$ cat src/sv/fvno_pkg.sv
// ----------------------------------------------------------------------------
// fvno_pkg
// Shared constants, types and helpers for the frame value-noise offset block.
// ----------------------------------------------------------------------------
package fvno_pkg;

	localparam int FRAC_BITS_DEF = 16;
	localparam int NUM_LANES     = 7;
	localparam int NUM_CH        = 5;
	localparam int AMT_W         = 17;
	localparam int SPAN_W        = 8;

	localparam logic [AMT_W-1:0] AMT_ONE    = 17'd65536;
	localparam logic [6:0]       PERIOD_MIN = 7'd1;
	localparam logic [6:0]       PERIOD_MAX = 7'd120;
	localparam logic [6:0]       PERIOD_RST = 7'd24;

	// register indexes of the configuration port
	typedef enum logic [1:0] {
		REG_AMOUNT = 2'd0,
		REG_PERIOD = 2'd1,
		REG_SEED   = 2'd2
	} reg_idx_t;

	// hash constants
	localparam logic [31:0] HASH_GOLD = 32'h9e3779b1;
	localparam logic [31:0] MIX_C1    = 32'h7feb352d;
	localparam logic [31:0] MIX_C2    = 32'h846ca68b;

	// per-lane salts: primary, secondary, then the five detail lanes
	localparam logic [31:0] LANE_SALT [NUM_LANES] = '{
		32'h4f1bbcdc, 32'ha511e9b3, 32'h73a82f1d, 32'h9e2c6b6f,
		32'h27d4eb2f, 32'h165667b1, 32'hb5297a4d
	};

	// detail span round(p*n/d): numerator, half divisor, reciprocal of d in Q16
	localparam int DET_MUL   [NUM_CH] = '{3, 5, 7, 11, 13};
	localparam int DET_HALF  [NUM_CH] = '{2, 3, 5, 10, 10};
	localparam int DET_RECIP [NUM_CH] = '{16384, 10923, 6554, 3277, 3277};

	// Q16 mix weights and channel limits
	localparam int W_CARRIER = 51118;
	localparam int CH_WEIGHT [NUM_CH] = '{57672, 49807, 31457, 27525, 36045};
	localparam int CH_LIMIT  [NUM_CH] = '{39322, 13107, 15729, 15729, 15729};

	// one queued item: frame, per-lane spans and the clamped amount
	typedef struct packed {
		logic [63:0]                       frame;
		logic [NUM_LANES-1:0][SPAN_W-1:0]  span;
		logic [AMT_W-1:0]                  amt;
	} item_t;

	// round(p*n/d) with a minimum of one, division by reciprocal multiply
	function automatic logic [SPAN_W-1:0] scaled_span(input logic [6:0] p, input int n,
			input int half, input int recip);
		logic [10:0] x;
		logic [26:0] pr;
		logic [SPAN_W-1:0] r;
		x  = 11'(p) * 11'(n) + 11'(half);
		pr = 27'(x) * 27'(recip);
		r  = SPAN_W'(pr >> 16);
		if (r == '0) begin
			r = SPAN_W'(1);
		end
		return r;
	endfunction

endpackage

$ cat src/sv/fvno_front.sv
// ----------------------------------------------------------------------------
// fvno_front
// Configuration registers and input acceptance; derives the lane spans and
// the clamped amount for each frame and pushes it into the work queue.
// ----------------------------------------------------------------------------
module fvno_front import fvno_pkg::*; (
	input  logic        clk,
	input  logic        arst_n,
	input  logic        cfg_we,
	input  logic [1:0]  cfg_index,
	input  logic [31:0] cfg_data,
	input  logic        s_axis_tvalid,
	output logic        s_axis_tready,
	input  logic [63:0] s_axis_tdata,
	output logic        push_valid,
	input  logic        push_ready,
	output item_t       push_item,
	output logic [31:0] seed
);

	logic [AMT_W-1:0] amount_q;
	logic [6:0]       period_q;
	logic [31:0]      seed_q;
	logic [6:0]       p;

	// register writes
	always_ff @(posedge clk or negedge arst_n) begin
		if (!arst_n) begin
			amount_q <= '0;
			period_q <= PERIOD_RST;
			seed_q   <= '0;
		end else if (cfg_we) begin
			case (reg_idx_t'(cfg_index))
				REG_AMOUNT: amount_q <= cfg_data[AMT_W-1:0];
				REG_PERIOD: period_q <= cfg_data[6:0];
				REG_SEED:   seed_q   <= cfg_data;
				default: ;
			endcase
		end
	end

	// period limited to its legal range
	always_comb begin
		if (period_q < PERIOD_MIN) begin
			p = PERIOD_MIN;
		end else if (period_q > PERIOD_MAX) begin
			p = PERIOD_MAX;
		end else begin
			p = period_q;
		end
	end

	// item assembly
	always_comb begin
		push_item.frame   = s_axis_tdata;
		push_item.amt     = (amount_q > AMT_ONE) ? AMT_ONE : amount_q;
		push_item.span[0] = SPAN_W'(p);
		push_item.span[1] = {p, 1'b0};
		for (int i = 0; i < NUM_CH; i++) begin
			push_item.span[i+2] = scaled_span(p, DET_MUL[i], DET_HALF[i], DET_RECIP[i]);
		end
	end

	assign push_valid    = s_axis_tvalid;
	assign s_axis_tready = push_ready;
	assign seed          = seed_q;

endmodule

$ cat config.mk
export PLATFORM = sky130hd
export DESIGN_NAME = fvno_front
export DESIGN_NICKNAME = d
export VERILOG_FILES = /design/src/sv/fvno_pkg.sv /design/src/sv/fvno_front.sv
export SDC_FILE = /design/constraint.sdc
export NUM_CORES = 1
export LEC_CHECK = 0
export BUFFER_PORTS_ARGS = -buffer_cell sky130_fd_sc_hd__buf_2
export CAP_MARGIN = 25
export CORE_MARGIN = 2
export CORE_UTILIZATION = 40
export CTS_BUF_LIST = sky130_fd_sc_hd__clkbuf_8 sky130_fd_sc_hd__clkbuf_16
export CTS_CLUSTER_DIAMETER = 50
export DETAILED_ROUTE_END_ITERATION = 10
export GPL_ROUTABILITY_DRIVEN = 0
export PLACE_DENSITY = 0.68
export SYNTH_ARGS = -nofsm -noshare
export SYNTH_HDL_FRONTEND = slang
export SYNTH_SLANG_ARGS = --single-unit
export TNS_END_PERCENT = 100
$ cat constraint.sdc
create_clock -name clk -period 18.6 [get_ports clk]
set_input_delay 2.79 -clock clk [delete_from_list [all_inputs] [get_ports clk]]
set_output_delay 2.79 -clock clk [all_outputs]
set_load 0.05 [all_outputs]
Yosys cells after proc, flatten, opt, wreduce, memory -nomap -nowiden --
Index checks and enable logic that the tools add are counted.
Word-level totals: output and inout port bits 171, input bits 103, register bits after elaboration 56
Cells by class: order comparisons 3, equal/unequal tests 2, add/subtract/negate cells 5, reduce and logical (&&, ||, !) cells 9, multiply operators 9, muxes and demuxes 8
Operators with widths (count):
- 11-bit by 12-bit multiplier with 23-bit output (second input constant) | 3
- 8-bit zero test | 5
- 7-bit 2-to-1 mux | 4
- 11-bit by 14-bit multiplier with 24-bit output (second input constant) | 1
- 8-bit 2-to-1 mux | 3
- 11-bit by 4-bit adder with 11-bit output (second input constant) | 2
- 7-bit by 4-bit multiplier with 11-bit output (second input constant) | 2
- 7-bit by 3-bit multiplier with 10-bit output (second input constant) | 2
- 17-bit > comparator (second input constant) | 1
- 17-bit 2-to-1 mux | 1
- 10-bit by 2-bit adder with 11-bit output (second input constant) | 1
- 10-bit by 3-bit adder with 11-bit output (second input constant) | 1
- 9-bit by 2-bit adder with 10-bit output (second input constant) | 1
- 7-bit by 2-bit multiplier with 9-bit output (second input constant) | 1
- 7-bit > comparator (second input constant) | 1
- 7-bit by 1-bit less-than comparator with 1-bit output (second input constant) | 1
- 2-bit AND reduction | 3
- 2-bit by 1-bit == test with 1-bit output (second input constant) | 1
- 2-bit == test (second input constant) | 1
- 2-bit zero test | 1

Logic depth before layout (Yosys ltp) --
depth in word-level cells 8, gate-level depth with buffers 34

Least setup slack after synthesis --
Ideal clock, no wire load.
path kind register -> output, start point register period_q[4], end point output port push_item[49] (netlist name), stages on the path, launching flop included 31, path slack 6296 ps, buffers on the path 0, required time 15810 ps, arrival 9514 ps, cells stage by stage dfstp_2 -> nand4_2 -> nand2_1 -> inv_1 -> fa_1 -> ha_1 -> ha_1 -> a31oi_1 -> nor2b_1 -> o21a_1 -> o21a_1 -> o21a_1 -> o21a_1 -> nor2_1 -> xnor2_1 -> ha_1 -> inv_1 -> fa_1 -> fa_1 -> inv_1 -> fa_1 -> fa_1 -> ha_1 -> or2_2 -> a221oi_1 -> o221a_2 -> a21boi_2 -> nor2_1 -> xnor2_1 -> or3_1 -> o41ai_2
RTL lines:
- start: declaration | RTL line fvno_front.sv:22 | logic [6:0] period_q;
- start signal: assignment | RTL line fvno_front.sv:35 | REG_PERIOD: period_q <= cfg_data[6:0];
- end: declaration | RTL line fvno_front.sv:17 | output item_t push_item,

==> results.json <==
{
  "status": "complete, no violations",
  "critPathMostFrequentCell": "fa_1",
  "yosysMostFrequentCell": "ha_1",
  "maxSlewViolCount": 0,
  "hold_buffers": 0,
  "io_buffers": 136,
  "grt_pass1_vias": 10050,
  "cts_setup_buffers": 0,
  "initial_core_util_pct": 40.26,
  "critPathArrivalTime_ns": 9.96,
  "crit_buf_inv": 4,
  "ys_ff_latch": 56,
  "path_delay_family": "adder cells",
  "io_pins": 274,
  "min_period_over_period_pct": 68.55,
  "critPathCaptureType": "output port",
  "slowest_delay_ns": 0.71,
  "die_w_um": 187.0,
  "reg2reg_to": "period_q[6]",
  "rows": 67,
  "die-area_um2": 34970,
  "grt_use_total_pct": 16.83,
  "final.setup.tns_ns": 0,
  "worstMarginPinSlew_ns": 0.8108,
  "gr-usage-met3_pct": 3.152,
  "startpoint_type": "register",
  "drtIter0Drc": 447,
  "yosysTopAreaCell": "ha_1",
  "htree_levels": 2,
  "worst-path-stages": 31,
  "grt_max_degree": 57,
  "cts_resized": 0,
  "required_ns": 15.81,
  "yosysTopAreaCellShare_pct": 31.10,
  "ys_top_cells_by_area": "ha_1 (31%), fa_1 (20%), dfrtp_1 (10%), inv_1 (8.4%), mux2_2 (4.7%)",
  "cts_buffer_depth": 2,
  "cts_root_buffer": "clkbuf_16",
  "grt_overflow_total": 0,
  "achievable-frequency_mhz": 78.43,
  "hpwl_um": 25610,
  "slew_headroom_pct": 45.78,
  "worst-setup-path-type": "register to output port",
  "async_flop_share_pct": 100.0,
  "viasPerCell": 4.913,
  "hold_slack_ns": 0.5049,
  "cts_buffers": 5,
  "grt_pass1_wl_um": 48800,
  "worst_path_max_delay_cell": "dfstp_2",
  "fin_nets": 2004,
  "n_antenna_cell": 0,
  "wl_per_cell_um": 15.22,
  "antenna_found_initial": 0,
  "totalWireLength_um": 28650,
  "dr_total_vias": 9252,
  "drt_pre_antenna_iters": 4,
  "seq_area_frac_synth_pct": 10.48,
  "rr_worst_depth": 1,
  "coreArea_um2": 33280,
  "cap_viol_max_count": 0,
  "hold_viol": 0,
  "crit_fanout": 15,
  "tritoncts": "built",
  "ys.flop_type": "dfrtp_1",
  "hp-class": "register to register",
  "use_met1_pct": 21.31,
  "grtUsageMet2_pct": 30.11,
  "rrSetupSlack_ns": 17.57,
  "r2r_start": "period_q[6]",
  "insertion_delay_ns": 0.29,
  "synthTopCellsByCount": "ha_1 (333), inv_1 (301), fa_1 (134), buf_4 (78), mux2_2 (56)",
  "yosysWarnings": 0,
  "skew_ns": 0,
  "yosysUniqueCellTypes": 79,
  "cts.clk_slew.worst_paths_ns": 0.07,
  "setup_viol": 0,
  "fin_crit_ns": 12.75,
  "critPathLaunch": "period_q[3]",
  "endpoint": "push_item[49]",
  "clkSinkCount": 56,
  "drive_gt1_share_pct": 16.59,
  "synth_cells": 1373,
  "rsz0062_at_grt": "no",
  "syn_avg_cell_area_um2": 9.758,
  "drcViolationCount": 0,
  "ant_nets": 0,
  "grt-busiest-layer": "met2",
  "syn-cell-area_um2": 13400,
  "synth-edff-count": 0,
  "die_h_um": 187.0,
  "syn_to_final_growth_pct": 6.163
}
[routing by layer]
metal	vias to the layer above	wire, µm
met4	0	336
met1	4454	12860
met3	24	1842
li1	4568	-
met2	206	13610
met5	-	0
[final cells by class]
class	instances	area, µm²
sequential	56	1404
timing repair buffer	140	710.7
clock buffer	5	125.1
inverter	302	1134
multi-input combinational	929	10250
fill	3237	19060
tap	448	560.5
clock inverter	3	42.54
[registers in the layout, summed over array words and instances, names as in the netlist]
register  count
seed         32
period_q      7
amount_q     17
[worst min path at each step]
| stage | start | depth (start not counted) | to | slack (ns) |
|---|---|---|---|---|
| after floorplan | amount_q[0] | 1 | amount_q[0] | 0.50 |
| after global placement | seed[6] | 1 | seed[6] | 0.48 |
| after detailed placement | seed[28] | 1 | seed[28] | 0.49 |
| after CTS | seed[12] | 1 | seed[12] | 0.51 |
| after global routing | seed[18] | 1 | seed[18] | 0.52 |
| final | seed[21] | 1 | seed[21] | 0.50 |
[kinds of logic after synthesis]
group                      count (synthesis)  share of synthesized area, %
other                                      1                       0.02799
muxes                                     58                         4.856
DFF                                       56                         10.48
buffers and inverters                    392                         13.19
xor gates and xnor gates                  75                         4.903
AOI/OAI and AO/OA                        162                         8.984
adders and majority gates                467                         51.12
and+or+nand+nor                          162                         6.444
[cell usage in the layout (no fill, tap or decap), types with 9 or more instances in the layout]
cell type / count
xnor2_1: 46
o21a_1: 10
ha_1: 333
fa_1: 134
inv_1: 302
a31oi_1: 9
a21o_1: 20
mux2_2: 56
nor3_1: 13
nand2_1: 25
a21oi_1: 44
buf_2: 136
o21ai_0: 16
xor2_1: 29
nor2b_1: 17
dfrtp_1: 54
nor2_1: 44
[metrics by stage]
| stage | cell area (µm²) | util, % | instances | setup slack (ns) |
|---|---|---|---|---|
| 2_1_floorplan | 13410 | - | 1377 | 6.296 |
| 3_3_place_gp | 14060 | 42.23 | 1875 | 6.434 |
| 3_5_place_dp | 14060 | 42.23 | 1875 | 6.136 |
| 4_1_cts | 14220 | 42.74 | 1883 | 5.792 |
| 5_1_grt | 14220 | 42.74 | 1883 | 5.224 |
| 6_report | 14220 | 42.74 | 1883 | 5.850 |
Power is left out: the tool's default activity adds up to more than one toggle a clock period on the data nets, which glitch-free logic cannot reach.
