## src/sv/fvno_fifo.sv

```systemverilog
// ----------------------------------------------------------------------------
// fvno_fifo
// Small register queue with a valid/ready push side and a valid/ready pop side.
// ----------------------------------------------------------------------------
module fvno_fifo #(
	parameter int WIDTH = 8,
	parameter int DEPTH = 4
) (
	input  logic             clk,
	input  logic             arst_n,
	input  logic             wr_valid,
	output logic             wr_ready,
	input  logic [WIDTH-1:0] wr_data,
	output logic             rd_valid,
	input  logic             rd_ready,
	output logic [WIDTH-1:0] rd_data
);

	localparam int AW = $clog2(DEPTH);

	logic [WIDTH-1:0] mem_q [DEPTH];
	logic [AW-1:0]    wp_q;
	logic [AW-1:0]    rp_q;
	logic [AW:0]      cnt_q;
	logic             push;
	logic             pop;

	assign wr_ready = (cnt_q != (AW+1)'(DEPTH));
	assign rd_valid = (cnt_q != '0);
	assign rd_data  = mem_q[rp_q];
	assign push     = wr_valid && wr_ready;
	assign pop      = rd_valid && rd_ready;

	// pointers and fill count
	always_ff @(posedge clk or negedge arst_n) begin
		if (!arst_n) begin
			wp_q  <= '0;
			rp_q  <= '0;
			cnt_q <= '0;
		end else begin
			if (push) begin
				wp_q <= wp_q + 1'b1;
			end
			if (pop) begin
				rp_q <= rp_q + 1'b1;
			end
			cnt_q <= cnt_q + (AW+1)'(push) - (AW+1)'(pop);
		end
	end

	// storage
	always_ff @(posedge clk) begin
		if (push) begin
			mem_q[wp_q] <= wr_data;
		end
	end

endmodule

```

## config.mk

```make
export PLATFORM = sky130hd
export DESIGN_NAME = fvno_fifo
export DESIGN_NICKNAME = d
export VERILOG_FILES = /design/src/sv/fvno_fifo.sv
export SDC_FILE = /design/constraint.sdc
export NUM_CORES = 1
export LEC_CHECK = 0
export ABC_CLOCK_PERIOD_IN_PS = 1900
export BUFFER_PORTS_ARGS = -buffer_cell sky130_fd_sc_hd__buf_2
export CAP_MARGIN = 10
export CORE_MARGIN = 5
export CORE_UTILIZATION = 50
export DETAILED_ROUTE_END_ITERATION = 8
export PLACE_DENSITY = 0.74
export SYNTH_ARGS = -nofsm -noshare
export SYNTH_HDL_FRONTEND = slang
export SYNTH_SLANG_ARGS = --single-unit
export TNS_END_PERCENT = 5
```

## constraint.sdc

```tcl
create_clock -name clk -period 1.9 [get_ports clk]
set_input_delay 0 -clock clk [delete_from_list [all_inputs] [get_ports clk]]
set_output_delay 0 -clock clk [all_outputs]
set_load 0.01 [all_outputs]
```

---- Word level (Yosys, flattened, before mapping) ----
Memory sizes are Yosys's and may differ from the RTL's.
Index checks and enable logic that the tools add are counted.
cells by class
  equal/unequal tests ..................... 1
  reduce and logical (&&, ||, !) cells .... 3
  $add $sub $neg .......................... 4
  muxes and demuxes ....................... 2
operator list
  operator               count
  $add A2 B1 Y2 const B  2
  $add A3 B1 Y3          1
  $ne A3 B3 Y1 const B   1
  $reduce_bool A3 Y1     1
  $sub A3 B1 Y3          1
  $logic_and A1 B1 Y1    2
  $mux W1                2
word-level totals
  logic and storage cells ................. 14
  register bits after elaboration ......... 7
  input bits .............................. 12
  RAM bits ................................ 32
  memories ................................ 1
memory list
  memory  words  bits a word  rd ports  clocked after memory_dff  wr ports  RTL line  text
  mem_q   4      8            1         0                         1         21        logic [WIDTH-1:0] mem_q [DEPTH];

---- Depth between registers and ports, before layout ----
Gate-level depths: netlist of the first run.
  word-level depth ........................ 4
  depth in mapped cells ................... 9
  depth with buffers taken out ............ 9

---- Worst setup path after synthesis of the first run ----
OpenSTA, ideal clock, no wires.
  kind .................................... reg2reg
  start point ............................. register cnt_q[1]
  end point ............................... register cnt_q[2]
  clock period less this slack ............ 2070 ps
  stages on the path, launching flop included .. 10
  library setup time ...................... 131 ps
  arrival ................................. 1939 ps
  path slack .............................. -170 ps
  required time ........................... 1769 ps
  path through ............................ dfrtp_1 > nor3b_4 > nand2b_1 > ha_1 > inv_1 > ha_1 > inv_1 > fa_1 > xnor2_1 > xnor2_1
between the ends
  cells in the longest elaborated chain, start to end .. 4
  elaborated cells between the ends (all ways) .. 6
  classes of those cells .................. 2 x add/sub; 1 x eq/ne; 3 x reduce/logical
RTL lines
  item                    RTL line  text
  start, declared         24        logic [AW:0] cnt_q;
  start signal, assigned  47        cnt_q <= cnt_q + (AW+1)'(push) - (AW+1)'(pop);
  $ne A3 B3 Y1            28        assign wr_ready = (cnt_q != (AW+1)'(DEPTH));
  $logic_and A1 B1 Y1     31        assign push = wr_valid && wr_ready;
  $add A3 B1 Y3           47
  $sub A3 B1 Y3 *         47
Every way passes the cells marked *; elsewhere a longest branch is shown, timed or not.
A chain may end at the register's enable or synchronous reset.

---- Worst setup path in the final report of the first run ----
  start point ............................. register cnt_q[1]
  end point ............................... register cnt_q[2]
between the ends
  elaborated cells between the ends (all ways) .. 6
  classes of those cells .................. 2 x add/sub; 1 x eq/ne; 3 x reduce/logical
RTL lines
  item                 RTL line  text
  $reduce_bool A3 Y1   29        assign rd_valid = (cnt_q != '0);
  $logic_and A1 B1 Y1  32        assign pop = rd_valid && rd_ready;
  net pop              26        logic pop;
  $sub A3 B1 Y3        47
The timed path passes the listed nets, and every way through them passes these cells.

==> flow_summary.ini, run 1 <==
[routing]
dr.pass1.iters = 4
wl_per_cell_um = 15.6
vias_per_cell = 5.02
ant_nets = 0
vias = 894
routed_wirelength_mm = 2.78
drt_iter0_drc = 27
drc = 0

[place]
placed_area_mm2 = 0.00185
dp_hpwl_mm = 1.89
gp_congestion = 0.789
numPortBuffers = 21
post-place-cells = 156

[logic_synthesis]
async_flop_share = 0.179
netlist_area_mm2 = 0.00163
seq_area_frac_synth = 0.697
synth_area_per_cell_um2 = 19.6
syn-num-nets = 102
synth_top_area_share = 0.590
ys_types = 19
synth_common_cells = edfxtp_1, mux4_2, dfrtp_1
synth.most_common_cell = edfxtp_1
ys_seq_elements = 39
synth_area_leaders = edfxtp_1, mux4_2, dfrtp_1
synth_warnings = 0
yosys.area.top_type = edfxtp_1
yosys_most_used_dff = edfxtp_1
synth_edf_count = 32
netlist_instances = 83

[cells_and_area]
layout-drive-gt1-share = 0.403
instances_no_fill = 178
design_area_mm2 = 0.00209
diodes = 0
area_growth_pct = 28.6
nNetsFinal = 152

[clock_network]
htree_levels = 2
cts_buffer_depth = 2
cts_root_buf = clkbuf_4
tritoncts = built
numCtsBuffers = 5
clk_pin_slew_ns = 0.10
clk_latency_ns = 0.34
cts.sink_count = 39

[floorplan]
die_x_um = 67.1
dieArea_mm2 = 0.00450
initial_utilization = 0.529
fp.coreArea_mm2 = 0.00308
die_y_um = 67.1
rows = 20
pin_count = 22

[pwr]
total_power_uw = 3150
cellLeakagePower_uw = 0.000815
vdd_drop_max_mv = 0.983
powerDensity_mw_per_mm2 = 1500

[sta]
clock-skew-final_ns = 0.00138
setup_viol = 2
fin_crit_ns = 2.00
fin_crit_sh = 1.05
maxSlewHeadroom = 0.711
fin_ws_ns = -0.103
tightest_slew_ns = 0.433
rsz0062_at_grt = yes
final_max_slew_viol_count = 0
finalHoldViolations = 0
max_freq_mhz = 499

[global_routing]
antenna_found_initial = 0
grt.met1_usage = 0.165
grt-busiest-layer = met2
grt_pass1_wl_mm = 4.35
use_met3 = 0.0455
grt_usage = 0.143
grt_pass1_vias = 889
grt_overflow = 0
met2_usage = 0.234
grt_max_degree = 13

[critical_path]
critPathCapture = cnt_q[2]
reg2reg_depth = 8
crit_type = reg2reg
cp-startpoint = cnt_q[1]
rr_endpoint = cnt_q[2]
crit_path_start_kind = flip-flop
cp-end-kind = flip-flop
crit_fanout = 4
rr_startpoint = cnt_q[1]
regToRegSetupSlack_ns = -0.10
crit_required_ns = 2.14
crit_arrival_ns = 2.24

[run]
cap_violations = 0

[outcome]
status = finished with violations
violations = negative setup slack

[min_path]
min_path_type = in2async
## state kept, by name, indices dropped and copies added (netlist names)
register,flops
mem_q,32
wp_q,2
rp_q,2
cnt_q,3
## final cells by class
cell class	instances	area, um^2
Clock buffer	6	41.3
Clock inverter	2	60.1
Fill cell	222	983
Inverter	6	22.5
Multi-Input combinational cell	36	464
Sequential cell	39	1140
Tap cell	44	55.1
Timing Repair Buffer	45	313
## where the power goes
group          total, uW  leakage, uW  switching (uW)  internal [uW]
Combinational       1170     0.000389             508            659
Clock                665    0.0000525             254            411
Sequential          1320     0.000373             156           1160
Total               3150     0.000815             917           2230
## through the flow
stage / hold WS [ns] / setup TNS [ns] / setup WS (ns) / util
global placement: -0.160 / -0.0373 / -0.0373 / 0.602
global route: 0.0149 / -0.321 / -0.204 / 0.680
detailed placement: -0.153 / -0.105 / -0.0903 / 0.602
finish: 0.00493 / -0.134 / -0.103 / 0.680
floorplan: -0.296 / -0.111 / -0.0877 / -
CTS: 0.000434 / -0.108 / -0.0940 / 0.678
## repair_timing
item / CTS / global route
gates resized for setup: 1 / 0
setup buffers: 2 / 1
hold buffers: 11 / 0
setup endpoints to repair: 2 / 2
hold endpoints to repair: 42 / 0
pin swaps: 1 / 3
## worst min-delay path by stage
| stage | cells after the start | endpoint | slack, ns |
|---|---|---|---|
| after floorplan | 0 | cnt_q[0] | -0.30 |
| after detailed placement | 1 | wp_q[0] | -0.15 |
| after global placement | 1 | wp_q[0] | -0.16 |
| after global routing | 2 | cnt_q[2] | 0.01 |
| after CTS | 2 | wp_q[0] | 0.0004 |
| final | 2 | wp_q[0] | 0.005 |
## critical path, stage by stage, from the launching register on
cell,delay (ns)
dfrtp_2,0.45
o31a_1,0.33
ha_1,0.27
inv_1,0.06
ha_1,0.13
inv_1,0.05
fa_2,0.34
xnor2_2,0.14
xnor2_1,0.12
## metal layers
layer / routed length [um] / up-vias
li1: - / 424
met1: 1200 / 447
met2: 1410 / 17
met3: 103 / 6
met4: 68 / 0
met5: 0 / -
## cell usage in the layout, fill, tap and decap left out, types with 4 or more instances in the layout
cell,synthesis,layout
buf_4,0,13
inv_1,6,6
and3b_1,4,4
buf_2,0,21
edfxtp_1,32,32
dlygate4sd3_1,0,11
clkbuf_4,0,5
ha_1,6,6
dfrtp_1,7,5
nand2b_1,4,4
mux4_2,8,8
## kinds of logic after synthesis
family | share of synthesized area
AND/OR/NAND/NOR | 0.0684
XOR/XNOR | 0.0215
multiplexers | 0.111
buffers and inverters | 0.0238
adder cells (fa/ha/maj) | 0.0584
flip-flops | 0.697
AO/OA/AOI/OAI | 0.0200
No activity file was read; power rests on OpenSTA's default activity.
==> run 2: changes to the inputs <==
==> constraint.sdc (replaced) <==
create_clock -name clk -period 1.9 [get_ports clk]
set_input_delay 0.19 -clock clk [delete_from_list [all_inputs] [get_ports clk]]
set_output_delay 0.19 -clock clk [all_outputs]
set_load 0.01 [all_outputs]
==> flow_summary.ini, run 2 (synthesized netlist as in run 1, its figures left out) <==
[routing]
wl_per_cell_um = 16.0
drt_iter0_drc = 27
vias = 858
dr.pass1.iters = 4
drc = 0
routed_wirelength_mm = 2.68
vias_per_cell = 5.11
ant_nets = 0

[critical_path]
cp-end-kind = flip-flop
crit_fanout = 4
crit_type = reg2reg
crit_arrival_ns = 2.24
crit_required_ns = 2.13
crit_path_start_kind = flip-flop

[floorplan]
rows = 20
die_y_um = 67.1
initial_utilization = 0.529
pin_count = 22
die_x_um = 67.1
fp.coreArea_mm2 = 0.00308
dieArea_mm2 = 0.00450

[pwr]
powerDensity_mw_per_mm2 = 1570
cellLeakagePower_uw = 0.000773
vdd_drop_max_mv = 0.983

[cells_and_area]
fillers = 230
regArea_mm2 = 0.00114
layout-drive-gt1-share = 0.435
reg_top3 = mem_q: 32 flops, cnt_q: 3 flops
largest_register_ffs = 32
top_register = mem_q
layout_commonest_cell = edfxtp_1
area_growth_pct = 22.4
layout_common_cells = edfxtp_1, buf_2, buf_4
nNetsFinal = 142
diodes = 0
multi_input_area_um2 = 464
design_area_mm2 = 0.00199

[sta]
rsz0062_at_grt = yes
max_freq_mhz = 499
fin_ws_ns = -0.103
clock-skew-final_ns = 0.00306
final_max_slew_viol_count = 0
fin_crit_ns = 2.00
maxSlewHeadroom = 0.709
setup_viol = 2
finalHoldViolations = 0
tightest_slew_ns = 0.436
fin_crit_sh = 1.05

[clock_network]
tritoncts = built
cts_buffer_depth = 2
numCtsBuffers = 5
clk_pin_slew_ns = 0.11
htree_levels = 2
clk_latency_ns = 0.34
cts.sink_count = 39
cts_root_buf = clkbuf_4

[place]
placed_area_mm2 = 0.00185
pre_cts_ws_ns = -0.0903
dp_hpwl_mm = 1.89
numPortBuffers = 21
gp_congestion = 0.789

[global_routing]
antenna_found_initial = 0
grt_overflow = 0
grt_pass1_wl_mm = 4.24
grt_pass1_vias = 866
grt_max_degree = 13
grt_usage = 0.138

[outcome]
violations = negative setup slack
status = finished with violations

[min_path]
min_path_type = in2reg

[run]
cap_violations = 0
-- run 2: cell types whose count changed in the layout (fill, tap and decap cells not counted) --
| cell | previous run | this run |
|---|---|---|
| dlygate4sd3_1 | 11 | 1 |
-- run 2: worst paths after layout --
| path | end | depth (start not counted) | slack [ns] | from |
|---|---|---|---|---|
| max in group asynchronous | cnt_q[0] | 2 | 1.53 | arst_n |
| min in group asynchronous | wp_q[0] | 2 | 0.20 | arst_n |
| min | mem_q[1][2] | 1 | 0.06 | wr_data[2] |
| min reg2reg | wp_q[1] | 2 | 0.62 | wp_q[1] |
| max reg2reg | cnt_q[2] | 8 | -0.10 | cnt_q[1] |
| max | cnt_q[2] | 8 | -0.10 | cnt_q[1] |
-- run 2: final cells by class --
| class | instances | share of cell area |
|---|---|---|
| multi-input combinational | 36 | 0.233 |
| timing repair buffer | 35 | 0.107 |
| tap | 44 | 0.0276 |
| inverter | 6 | 0.0113 |
| sequential | 39 | 0.571 |
| clock buffer | 6 | 0.0207 |
| clock inverter | 2 | 0.0301 |
-- run 2: power by group --
part	switching [uW]	internal [uW]
Combinational	506	646
Sequential	155	1160
Clock	254	411
Total	916	2220
-- run 2: critical path, cell delays in order (launching register included) --
cell and delay (ns):
dfrtp_2 0.45, o31a_1 0.33, ha_1 0.27, inv_1 0.06, ha_1 0.13, inv_1 0.05
fa_2 0.34, xnor2_2 0.14, xnor2_1 0.12
-- run 2: stage by stage --
stage	TNS, ns	power (uW)	hold WS, ns	utilization	std cells
floorplan	-0.111	2000	-0.106	-	83
global placement	-0.0373	2380	0.0298	0.602	156
detailed placement	-0.105	2430	0.0370	0.602	156
CTS	-0.108	3160	0.0405	0.646	167
global route	-0.321	3330	0.0432	0.648	168
finish	-0.133	3130	0.0571	0.648	168
-- run 2: repair_timing --
| action | in CTS | in global routing |
|---|---|---|
| hold buffers | 1 | 0 |
| endpoints found under the setup margin | 2 | 2 |
| cloned | 0 | 0 |
| hold endpoints to repair | 7 | 0 |
| setup buffers | 2 | 1 |
| gates resized for setup | 1 | 0 |
| pin swaps | 1 | 3 |
-- run 2: routing by layer --
| metal | track usage | routed length (um) |
|---|---|---|
| met5 | 0 | 0 |
| met3 | 0.0472 | 101 |
| met2 | 0.222 | 1340 |
| met4 | 0.0759 | 68 |
| met1 | 0.161 | 1170 |
